### config.mk
export PLATFORM = sky130hd
export DESIGN_NAME = ring_buffer_byte_offset_lookup_top
export DESIGN_NICKNAME = d
export VERILOG_FILES = /design/src/rtl/rbbol_pkg.sv /design/src/rtl/rbbol_ram.sv /design/src/rtl/ring_buffer_byte_offset_lookup_top.sv
export SDC_FILE = /design/constraint.sdc
export NUM_CORES = 1
export LEC_CHECK = 0
export BUFFER_PORTS_ARGS = -buffer_cell sky130_fd_sc_hd__buf_2
export CAP_MARGIN = 10
export CELL_PAD_IN_SITES_DETAIL_PLACEMENT = 1
export CELL_PAD_IN_SITES_GLOBAL_PLACEMENT = 2
export CORE_MARGIN = 10
export CORE_UTILIZATION = 39
export CTS_BUF_LIST = sky130_fd_sc_hd__clkbuf_2
export CTS_CLUSTER_DIAMETER = 100
export DETAILED_ROUTE_END_ITERATION = 10
export GPL_ROUTABILITY_DRIVEN = 0
export PLACE_DENSITY_LB_ADDON = 0.1
export SYNTH_ARGS = -nofsm -noshare
export SYNTH_HDL_FRONTEND = slang
export SYNTH_HIERARCHICAL = 1
export SYNTH_SLANG_ARGS = --single-unit
### constraint.sdc
create_clock -name i_clk -period 22.7 [get_ports i_clk]
set_input_delay 4.54 -clock i_clk [delete_from_list [all_inputs] [get_ports i_clk]]
set_output_delay 4.54 -clock i_clk [all_outputs]
set_load 0.03 [all_outputs]
### src/rtl/rbbol_pkg.sv
// shared types and constants for the ring buffer byte offset lookup block
// no dependencies; used by rbbol_ram users and the top level
package rbbol_pkg;

    localparam int ENTRIES  = 16;
    localparam int IDX_W    = $clog2(ENTRIES);
    localparam int HANDLE_W = 32;
    localparam int LEN_W    = 16;
    localparam int OFS_W    = 20;
    localparam int REC_W    = HANDLE_W + LEN_W;
    localparam int OUT_IDX_W = 4;
    // running byte total over a full ring
    localparam int SUM_W    = LEN_W + IDX_W;
    localparam int ACC_W    = (SUM_W > OFS_W) ? SUM_W : OFS_W;

    localparam logic FUNC_ADD  = 1'b0;
    localparam logic FUNC_FIND = 1'b1;

    typedef enum logic [1:0] {
        S_IDLE,
        S_ADD,
        S_WALK
    } t_state;

    function automatic logic [IDX_W-1:0] next_slot(input logic [IDX_W-1:0] idx);
        logic [IDX_W-1:0] nxt;
        if (idx == IDX_W'(ENTRIES - 1)) begin
            nxt = '0;
        end else begin
            nxt = idx + 1'b1;
        end
        return nxt;
    endfunction

endpackage

### src/rtl/rbbol_ram.sv
// generic simple dual port ram: one write port, one read port, registered read
// no dependencies
module rbbol_ram #(
    parameter int WIDTH = 8,
    parameter int DEPTH = 16
) (
    input  logic                     i_clk,
    input  logic                     i_wr_en,
    input  logic [$clog2(DEPTH)-1:0] i_wr_addr,
    input  logic [WIDTH-1:0]         i_wr_data,
    input  logic [$clog2(DEPTH)-1:0] i_rd_addr,
    output logic [WIDTH-1:0]         o_rd_data
);

    logic [WIDTH-1:0] r_mem [DEPTH];
    logic [WIDTH-1:0] r_rd_data;

    always_ff @(posedge i_clk) begin
        if (i_wr_en) begin
            r_mem[i_wr_addr] <= i_wr_data;
        end
        r_rd_data <= r_mem[i_rd_addr];
    end

    assign o_rd_data = r_rd_data;

endmodule

### src/rtl/ring_buffer_byte_offset_lookup_top.sv
// ring buffer byte offset lookup top: ring of handle/length records kept in one record ram
// add: busy while in S_ADD, which writes the record and registers the strobe, so a new
// transfer can be accepted while the strobe shows; find: one stored record walked per cycle
// through the single ram read port, oldest first, busy until the walk settles on the
// hit record or the newest one; a find on an empty ring strobes next cycle and never
// raises busy; receiver cannot stall; synchronous active-low reset clears the write and
// oldest indexes, full flag, sequencer and strobe; record ram is not cleared, only written
// entries are ever used; depends on rbbol_pkg and rbbol_ram
module ring_buffer_byte_offset_lookup_top (
    input  logic        i_clk,
    input  logic        i_rst_n,
    input  logic        start,
    output logic        busy,
    input  logic        i_func,
    input  logic [31:0] i_entry_handle,
    input  logic [15:0] i_entry_length,
    input  logic [19:0] i_byte_offset,
    output logic        o_result_valid,
    output logic        o_found,
    output logic [3:0]  o_record_index,
    output logic [31:0] o_record_handle,
    output logic [15:0] o_byte_in_record,
    output logic        o_evicted_valid,
    output logic [31:0] o_evicted_handle
);

    localparam int IDX_W = rbbol_pkg::IDX_W;
    localparam int ACC_W = rbbol_pkg::ACC_W;

    // sequencer and ring pointers
    rbbol_pkg::t_state r_state, n_state;
    logic [IDX_W-1:0]  r_wr_idx, n_wr_idx;
    logic [IDX_W-1:0]  r_old_idx, n_old_idx;
    logic              r_full, n_full;

    // walk state: slot whose data arrives this cycle, next slot to read, end-of-ring flag
    logic [IDX_W-1:0]  r_cur, n_cur;
    logic [IDX_W-1:0]  r_idx, n_idx;
    logic              r_last, n_last;
    logic [ACC_W-1:0]  r_acc, n_acc;

    // latched item
    logic [31:0]       r_handle, n_handle;
    logic [15:0]       r_length, n_length;
    logic [19:0]       r_offset, n_offset;

    // result registers
    logic              r_res_valid, n_res_valid;
    logic              r_found, n_found;
    logic [3:0]        r_rec_idx, n_rec_idx;
    logic [31:0]       r_rec_handle, n_rec_handle;
    logic [15:0]       r_byte_in, n_byte_in;
    logic              r_ev_valid, n_ev_valid;
    logic [31:0]       r_ev_handle, n_ev_handle;

    // record ram ports
    logic                        ram_wr_en;
    logic [IDX_W-1:0]            ram_rd_addr;
    logic [rbbol_pkg::REC_W-1:0] ram_wr_data;
    logic [rbbol_pkg::REC_W-1:0] ram_rd_data;

    logic              accept;
    logic              ring_empty;
    logic [31:0]       rd_handle;
    logic [15:0]       rd_length;
    logic [ACC_W-1:0]  walk_end;
    logic              hit;
    logic [IDX_W-1:0]  old_next;
    logic [IDX_W-1:0]  wr_next;
    logic [IDX_W-1:0]  idx_next;

    assign accept     = start && !busy;
    assign ring_empty = !r_full && (r_wr_idx == r_old_idx);
    assign rd_handle  = ram_rd_data[rbbol_pkg::REC_W-1 -: rbbol_pkg::HANDLE_W];
    assign rd_length  = ram_rd_data[rbbol_pkg::LEN_W-1:0];
    // end of the current record in the joined byte string
    assign walk_end   = r_acc + ACC_W'(rd_length);
    assign hit        = walk_end > ACC_W'(r_offset);
    assign old_next   = rbbol_pkg::next_slot(r_old_idx);
    assign wr_next    = rbbol_pkg::next_slot(r_wr_idx);
    assign idx_next   = rbbol_pkg::next_slot(r_idx);

    rbbol_ram #(
        .WIDTH (rbbol_pkg::REC_W),
        .DEPTH (rbbol_pkg::ENTRIES)
    ) u_rec_ram (
        .i_clk     (i_clk),
        .i_wr_en   (ram_wr_en),
        .i_wr_addr (r_wr_idx),
        .i_wr_data (ram_wr_data),
        .i_rd_addr (ram_rd_addr),
        .o_rd_data (ram_rd_data)
    );

    // next state
    always_comb begin
        n_state = r_state;
        unique case (r_state)
            rbbol_pkg::S_IDLE: begin
                if (accept) begin
                    if (i_func == rbbol_pkg::FUNC_ADD) begin
                        n_state = rbbol_pkg::S_ADD;
                    end else if (!ring_empty) begin
                        n_state = rbbol_pkg::S_WALK;
                    end
                end
            end
            rbbol_pkg::S_ADD: begin
                n_state = rbbol_pkg::S_IDLE;
            end
            rbbol_pkg::S_WALK: begin
                if (hit || r_last) begin
                    n_state = rbbol_pkg::S_IDLE;
                end
            end
            default: begin
                n_state = rbbol_pkg::S_IDLE;
            end
        endcase
    end

    // datapath and outputs
    always_comb begin
        n_wr_idx     = r_wr_idx;
        n_old_idx    = r_old_idx;
        n_full       = r_full;
        n_cur        = r_cur;
        n_idx        = r_idx;
        n_last       = r_last;
        n_acc        = r_acc;
        n_handle     = r_handle;
        n_length     = r_length;
        n_offset     = r_offset;
        n_res_valid  = 1'b0;
        n_found      = r_found;
        n_rec_idx    = r_rec_idx;
        n_rec_handle = r_rec_handle;
        n_byte_in    = r_byte_in;
        n_ev_valid   = r_ev_valid;
        n_ev_handle  = r_ev_handle;
        ram_wr_en    = 1'b0;
        ram_wr_data  = {r_handle, r_length};
        ram_rd_addr  = r_idx;
        busy         = 1'b1;

        unique case (r_state)
            rbbol_pkg::S_IDLE: begin
                busy = 1'b0;
                // add reads the slot about to be overwritten, find reads the oldest slot
                ram_rd_addr = (i_func == rbbol_pkg::FUNC_ADD) ? r_wr_idx : r_old_idx;
                if (accept) begin
                    n_handle = i_entry_handle;
                    n_length = i_entry_length;
                    n_offset = i_byte_offset;
                    n_cur    = r_old_idx;
                    n_idx    = old_next;
                    n_last   = (old_next == r_wr_idx);
                    n_acc    = '0;
                    if (i_func == rbbol_pkg::FUNC_FIND && ring_empty) begin
                        // nothing stored: answer straight away
                        n_res_valid  = 1'b1;
                        n_found      = 1'b0;
                        n_rec_idx    = '0;
                        n_rec_handle = '0;
                        n_byte_in    = '0;
                        n_ev_valid   = 1'b0;
                        n_ev_handle  = '0;
                    end
                end
            end
            rbbol_pkg::S_ADD: begin
                ram_wr_en    = 1'b1;
                n_wr_idx     = wr_next;
                if (r_full) begin
                    n_old_idx = wr_next;
                end else if (wr_next == r_old_idx) begin
                    n_full = 1'b1;
                end
                n_res_valid  = 1'b1;
                n_found      = 1'b0;
                n_rec_idx    = '0;
                n_rec_handle = '0;
                n_byte_in    = '0;
                n_ev_valid   = r_full;
                n_ev_handle  = r_full ? rd_handle : 32'd0;
            end
            rbbol_pkg::S_WALK: begin
                if (hit) begin
                    n_res_valid  = 1'b1;
                    n_found      = 1'b1;
                    n_rec_idx    = 4'(r_cur);
                    n_rec_handle = rd_handle;
                    n_byte_in    = 16'(ACC_W'(r_offset) - r_acc);
                    n_ev_valid   = 1'b0;
                    n_ev_handle  = '0;
                end else if (r_last) begin
                    // offset past the stored bytes
                    n_res_valid  = 1'b1;
                    n_found      = 1'b0;
                    n_rec_idx    = '0;
                    n_rec_handle = '0;
                    n_byte_in    = '0;
                    n_ev_valid   = 1'b0;
                    n_ev_handle  = '0;
                end else begin
                    // issue the read of the next record
                    n_acc  = walk_end;
                    n_cur  = r_idx;
                    n_idx  = idx_next;
                    n_last = (idx_next == r_wr_idx);
                end
            end
            default: begin
                busy = 1'b1;
            end
        endcase
    end

    always_ff @(posedge i_clk) begin
        if (!i_rst_n) begin
            r_state     <= rbbol_pkg::S_IDLE;
            r_wr_idx    <= '0;
            r_old_idx   <= '0;
            r_full      <= 1'b0;
            r_res_valid <= 1'b0;
        end else begin
            r_state     <= n_state;
            r_wr_idx    <= n_wr_idx;
            r_old_idx   <= n_old_idx;
            r_full      <= n_full;
            r_res_valid <= n_res_valid;
        end
    end

    always_ff @(posedge i_clk) begin
        r_cur        <= n_cur;
        r_idx        <= n_idx;
        r_last       <= n_last;
        r_acc        <= n_acc;
        r_handle     <= n_handle;
        r_length     <= n_length;
        r_offset     <= n_offset;
        r_found      <= n_found;
        r_rec_idx    <= n_rec_idx;
        r_rec_handle <= n_rec_handle;
        r_byte_in    <= n_byte_in;
        r_ev_valid   <= n_ev_valid;
        r_ev_handle  <= n_ev_handle;
    end

    assign o_result_valid   = r_res_valid;
    assign o_found          = r_found;
    assign o_record_index   = r_rec_idx;
    assign o_record_handle  = r_rec_handle;
    assign o_byte_in_record = r_byte_in;
    assign o_evicted_valid  = r_ev_valid;
    assign o_evicted_handle = r_ev_handle;

    // a full ring always has oldest and write pointers together
    a_full_ptrs : assert property (@(posedge i_clk) disable iff (!i_rst_n)
        r_full |-> (r_old_idx == r_wr_idx))
        else $error("full ring with split pointers");

    // an accepted transfer either answers next cycle or keeps the block busy
    a_accept_progress : assert property (@(posedge i_clk) disable iff (!i_rst_n)
        (start && !busy) |=> (o_result_valid || busy))
        else $error("accepted transfer lost");

    // a result never reports both a hit and an eviction
    a_result_kind : assert property (@(posedge i_clk) disable iff (!i_rst_n)
        o_result_valid |-> !(o_found && o_evicted_valid))
        else $error("result mixes find and add fields");

    // the ram is written only while an add completes
    a_write_in_add : assert property (@(posedge i_clk) disable iff (!i_rst_n)
        ram_wr_en |=> (o_result_valid && !o_found))
        else $error("record write outside an add");

endmodule
* Word level (Yosys, flattened, before mapping)
Memory sizes are Yosys's and may differ from the RTL's. A register that Yosys moved wholly into a read port is not among the register bits.
Index checks and enable logic that the tools add are counted.
** Storage, ports and cells
- Memory bits (writable) :: 768
- Memories :: 1
- Output and inout bits :: 88
- Register bits :: 195
- Word-level logic and storage cells :: 117
- Input port bits :: 72
** Memories
- u_rec_ram.r_mem :: depth 16, width 48, read ports 1, clocked after memory_dff 1, wr ports 1, line rbbol_ram.sv:15 : logic [WIDTH-1:0] r_mem [DEPTH];
** Operators by class
- Reduce and logical (&&, ||, !) cells :: 14
- Magnitude comparators :: 1
- Equal/unequal tests :: 16
- Add/sub/neg operators :: 5
- Muxes and demuxes :: 62
** Operator list (number)
- $mux 32 :: 6
- $pmux 32 s3 :: 2
- $mux 16 :: 4
- $mux 20 :: 3
- $mux 4 :: 15
- $pmux 16 s3 :: 1
- $pmux 20 s2 :: 1
- $add 20x16->20 :: 1
- $gt 20x20->1 :: 1
- $mux 1 :: 18
- $eq 4x4->1 :: 4
- $pmux 4 s2 :: 2
- $sub 16x16->16 :: 1
- $add 4x1->4 const B :: 3
- $eq 4x4->1 const B :: 3
- $pmux 4 s3 :: 1
- $pmux 1 s3 :: 3
- $mux 2 :: 4
- $ne 2x2->1 const B :: 4
- $reduce_and 4->1 :: 2
- $ne 3x3->1 const B :: 2
- $reduce_and 3->1 :: 2
- $pmux 2 s2 :: 1
- $reduce_and 2->1 :: 2
- 10 further kinds :: 12

* Logic depth before layout (Yosys ltp)
- Depth in word-level cells :: 6
- Depth in mapped cells :: 20
- Depth with buffers taken out :: 18

* By module
The synthesis kept the hierarchy.
** By module, submodules not included
- rbbol_ram :: times used 1, cells each 1242, area an instance 29694.7 um^2
- ring_buffer_byte_offset_lookup_top :: times used 1, cells each 723, area an instance 9208.8 um^2

* Worst setup path after synthesis
No wires, ideal clock.
- Path kind :: in2reg
- Start :: input port i_func
- End :: register r_byte_in[0], in the netlist o_byte_in_record[0] (enable)
- Library setup time :: 0.541 ns
- Slack :: 12.946 ns
- Arrival :: 9.213 ns
- Stages :: 6
- Cells stage by stage :: clkbuf_1 nand3b_1 nor4_1 a21oi_1 a21oi_1 nor2b_1
** On the way
- Cells in the longest elaborated chain, start to end :: 3
** Ends and longest elaborated chain
- from (decl) :: line ring_buffer_byte_offset_lookup_top.sv:14 : input logic i_func,
- $logic_and 1x1->1 :: line ring_buffer_byte_offset_lookup_top.sv:159 : if (i_func == rbbol_pkg::FUNC_FIND && ring_empty) begin
- $ne 2x1->1 (no line)
- $reduce_and 4->1 (no line)
- to (signal assigned) :: line ring_buffer_byte_offset_lookup_top.sv:246 : r_byte_in <= n_byte_in;
- to (decl) :: line ring_buffer_byte_offset_lookup_top.sv:52 : logic [15:0] r_byte_in, n_byte_in;
No other way between the ends.
A chain may end at the register's enable or synchronous reset.

* Worst setup path after layout
- Start :: input port i_func
- End :: register u_rec_ram.r_rd_data[36], in the netlist u_rec_ram/o_rd_data[36] (read register of u_rec_ram.r_mem)
** On the way
- Cells in the longest elaborated chain, start to end :: 2
** Ends and longest elaborated chain
- $mux 4 :: line ring_buffer_byte_offset_lookup_top.sv:150 : ram_rd_addr = (i_func == rbbol_pkg::FUNC_ADD) ? r_wr_idx : r_old_idx;
- $mux 4 :: line ring_buffer_byte_offset_lookup_top.sv:146 : unique case (r_state)
- named net ram_rd_addr[0] :: line ring_buffer_byte_offset_lookup_top.sv:58 : logic [IDX_W-1:0] ram_rd_addr;
- to (decl) :: line rbbol_ram.sv:16 : logic [WIDTH-1:0] r_rd_data;
The timed path passes the listed nets, and every way through them passes these cells.

==> flow_summary.toml <==
[grt]
antenna_found_initial = 6
grt_use_total_pct = 17.7
gr-total-overflow = 0
grt_pass1_wl_um = 147000
grt_start_max_net_pins = 149
grt_pass1_vias = 22500

[critical_path]
worst_ep_required_time_ns = 23.98
critPathArrivalTime_ns = 8.48
worstRegToRegCells = 16
start_kind = "primary input"
timing.rr.start = "r_acc[6]"
worstReg2RegEnd = "o_evicted_handle[16]"
path_max_fanout = 97
ff2ff_setup_slack_ns = 17.07
critical_path_class = "in -> reg"
cp-end-kind = "flip-flop"

[pwr]
internal-power_uw = 2790
pwr-share-seq_pct = 56.3
p_leak_uw = 0.0152
p_clk_share_pct = 32.3
max-vdd-ir-drop_v = 0.0000425
switching_power_uw = 1060
p_sw_share_pct = 27.5
p_per_area_nw_per_um2 = 88.0
comb_power_share_pct = 11.4

[clock_tree]
clock_sinks = 1011
postCtsHoldBufs = 0
cts_buffers = 287
cts_setup_buffers = 0
htreeDepth = 5
cts_repair_resize_count = 0
cts_tree = "yes"
clockBufferDepth = 4
clkSlewWorstSetupHoldPaths_ns = 0.10
cts_root_buf = "clkbuf_2"
insertion_delay_ns = 1.48

[floorplanning]
die_h_um = 336
die_area_um2 = 113000
rows = 115
initial_core_util_pct = 39.4
die-width_um = 336
ios = 160
core_area_um2 = 98700

[timing]
fin_crit_sh_pct = 31.7
drv_slew = 0
relSlewSlack_pct = 25.9
setup_viol = 0
skew_ns = 0.152
fin_ws_ns = 15.50
hold_viol = 0
rsz0062_at_grt = "false"
setup-tns-final_ns = 0
finalCriticalPeriod_ns = 7.20
clock.fmax_mhz = 139
worstMarginPinSlew_ns = 1.11

[final_layout]
fin_nets = 2486
syn_to_final_growth_pct = 12.4
fin_area_um2 = 43700
post-route-util_pct = 44.3
stdcell_count = 3848
layout_common_cells = "951 x edfxtp_1, 425 x clkbuf_2, 192 x mux4_2"
layout-drive-gt1-share_pct = 33.6
layout_commonest_cell = "edfxtp_1"

[logic_synthesis]
synth_seq_area_share_pct = 76.5
synthCells = 1965
yosys.area.top_type = "edfxtp_1"
synth_flop_cell = "edfxtp_1"
synth_seq_cells = 1011
async_flop_share_pct = 0
synth.avg_cell_area_um2 = 19.8
syn_area_um2 = 38900
synth.area.top_cells = "edfxtp_1 73%, mux4_2 11%, dfxtp_1 3.1%"
synth_edf_count = 951
syn-num-nets = 2093
yosys.area.top_type_share_pct = 73.4
ys_warn_count = 6
yosysUniqueCellTypes = 55

[routing]
via_per_inst = 5.30
drtIter0Drc = 1310
post_drt_wl_per_cell_um = 26.0
first_pass_iters = 5
drt-total-wl_um = 99900
ant_nets = 0
num_vias = 20400
drcViolationCount = 0

[place]
dpl.hpwl_um = 52400
io_buffers = 159
place_ws_ns = 13.79
place_inst = 3356
placed_cell_area_um2 = 41300

[min_path]
hold_end = "o_record_handle[16]"
hold_path_class = "reg -> reg"
min_from = "u_rec_ram/o_rd_data[32]"
min_path_cells = 1

[outcome]
status = "finished, final reports clean"

[job]
drv_cap = 0
==> per-stage QoR <==
step,hold slack (ns),power [uW]
after floorplan,0.497,2500
after global placement,0.506,2650
after detailed placement,0.511,2660
after CTS,0.517,3930
after global routing,0.531,4070
final,0.508,3850
==> Yosys cell counts (all sizes together) (2+ instances only) <==
library cell and number:
a21o 12, o221ai 2, nand2b 9, inv 51
nor2 45, xnor2 28, nand2 86, o211a 3
dfxtp 60, and3 33, xor2 16, ha 54
o21a 8, o31a 2, a31oi 5, nand3 12
nand4 12, a211oi 4, and4 2, a22oi 96
nand3b 4, o21bai 2, and2 57, o31ai 2
o21ai 30, o211ai 3, nor2b 17, nor4 3
edfxtp 951, a21oi 38, mux4 192, clkbuf 52
mux2i 8, nor3 12, buf 39, o311a 2
fa 2
==> per-layer routing <==
metal / up-vias / part of all wire, % / global-route usage, %
met4: 0 / 2.2 / 6.34
met1: 10700 / 45 / 24.0
li1: 8908 / - / -
met5: - / 0 / 0
met2: 597 / 48 / 28.3
met3: 193 / 5.1 / 3.63
==> critical path: stages <==
cell	delay, ns
buf_2	0.20
mux2i_1	0.15
a21oi_4	0.19
buf_4	0.75
buf_12	0.70
buf_4	0.95
mux4_2	0.61
a22oi_1	0.22
nand2_1	0.07
==> logic make-up after synthesis <==
family	count (synthesis)	share of synthesized area, %
XOR/XNOR	44	0.991
AO/OA/AOI/OAI	216	3.85
buffers and inverters	142	1.63
flip-flops	1011	76.5
adder cells (fa/ha/maj)	56	1.84
AND/OR/NAND/NOR	296	3.88
multiplexers	200	11.3
==> how the worst max path moves through the flow <==
stage	cells past startpoint	start	endpoint	slack (ns)
4_1_cts	9	i_func	u_rec_ram/o_rd_data[20]	15.41
5_1_grt	9	i_func	u_rec_ram/o_rd_data[36]	15.15
3_5_place_dp	9	i_func	u_rec_ram/o_rd_data[34]	13.79
2_1_floorplan	6	i_func	o_byte_in_record[0]	12.95
6_report	9	i_func	u_rec_ram/o_rd_data[36]	15.50
3_3_place_gp	9	i_func	u_rec_ram/o_rd_data[34]	13.85
==> final cells by class <==
| cell class | count | area, um^2 |
|---|---|---|
| Multi-Input combinational cell | 812 | 8680 |
| Inverter | 51 | 194 |
| Sequential cell | 1011 | 29800 |
| Clock buffer | 425 | 2130 |
| Antenna cell | 6 | 15.0 |
| Fill cell | 9562 | 55000 |
| Timing Repair Buffer | 195 | 1090 |
| Clock inverter | 61 | 265 |
| Tap cell | 1287 | 1610 |
==> power groups by stage <==
stage,logic (uW),clock network [uW],registers (uW)
5_1_grt,485,1400,2180
6_report,438,1240,2170
2_1_floorplan,290,0,2210
4_1_cts,448,1310,2170
3_5_place_dp,447,0,2210
3_3_place_gp,440,0,2210
==> registers in the layout, indices dropped and copies added, names as in the netlist <==
name,cells
u_rec_ram/o_rd_data,48
o_result_valid,1
r_cur,4
u_rec_ram/r_mem,768
r_idx,4
r_offset,20
r_length,16
r_last,1
r_old_idx,4
o_byte_in_record,16
o_found,1
r_full,1
r_wr_idx,4
r_handle,32
o_evicted_handle,32
o_record_index,4
o_record_handle,32
r_acc,20
r_state,2
o_evicted_valid,1
Power figures use the tool's default switching activity.
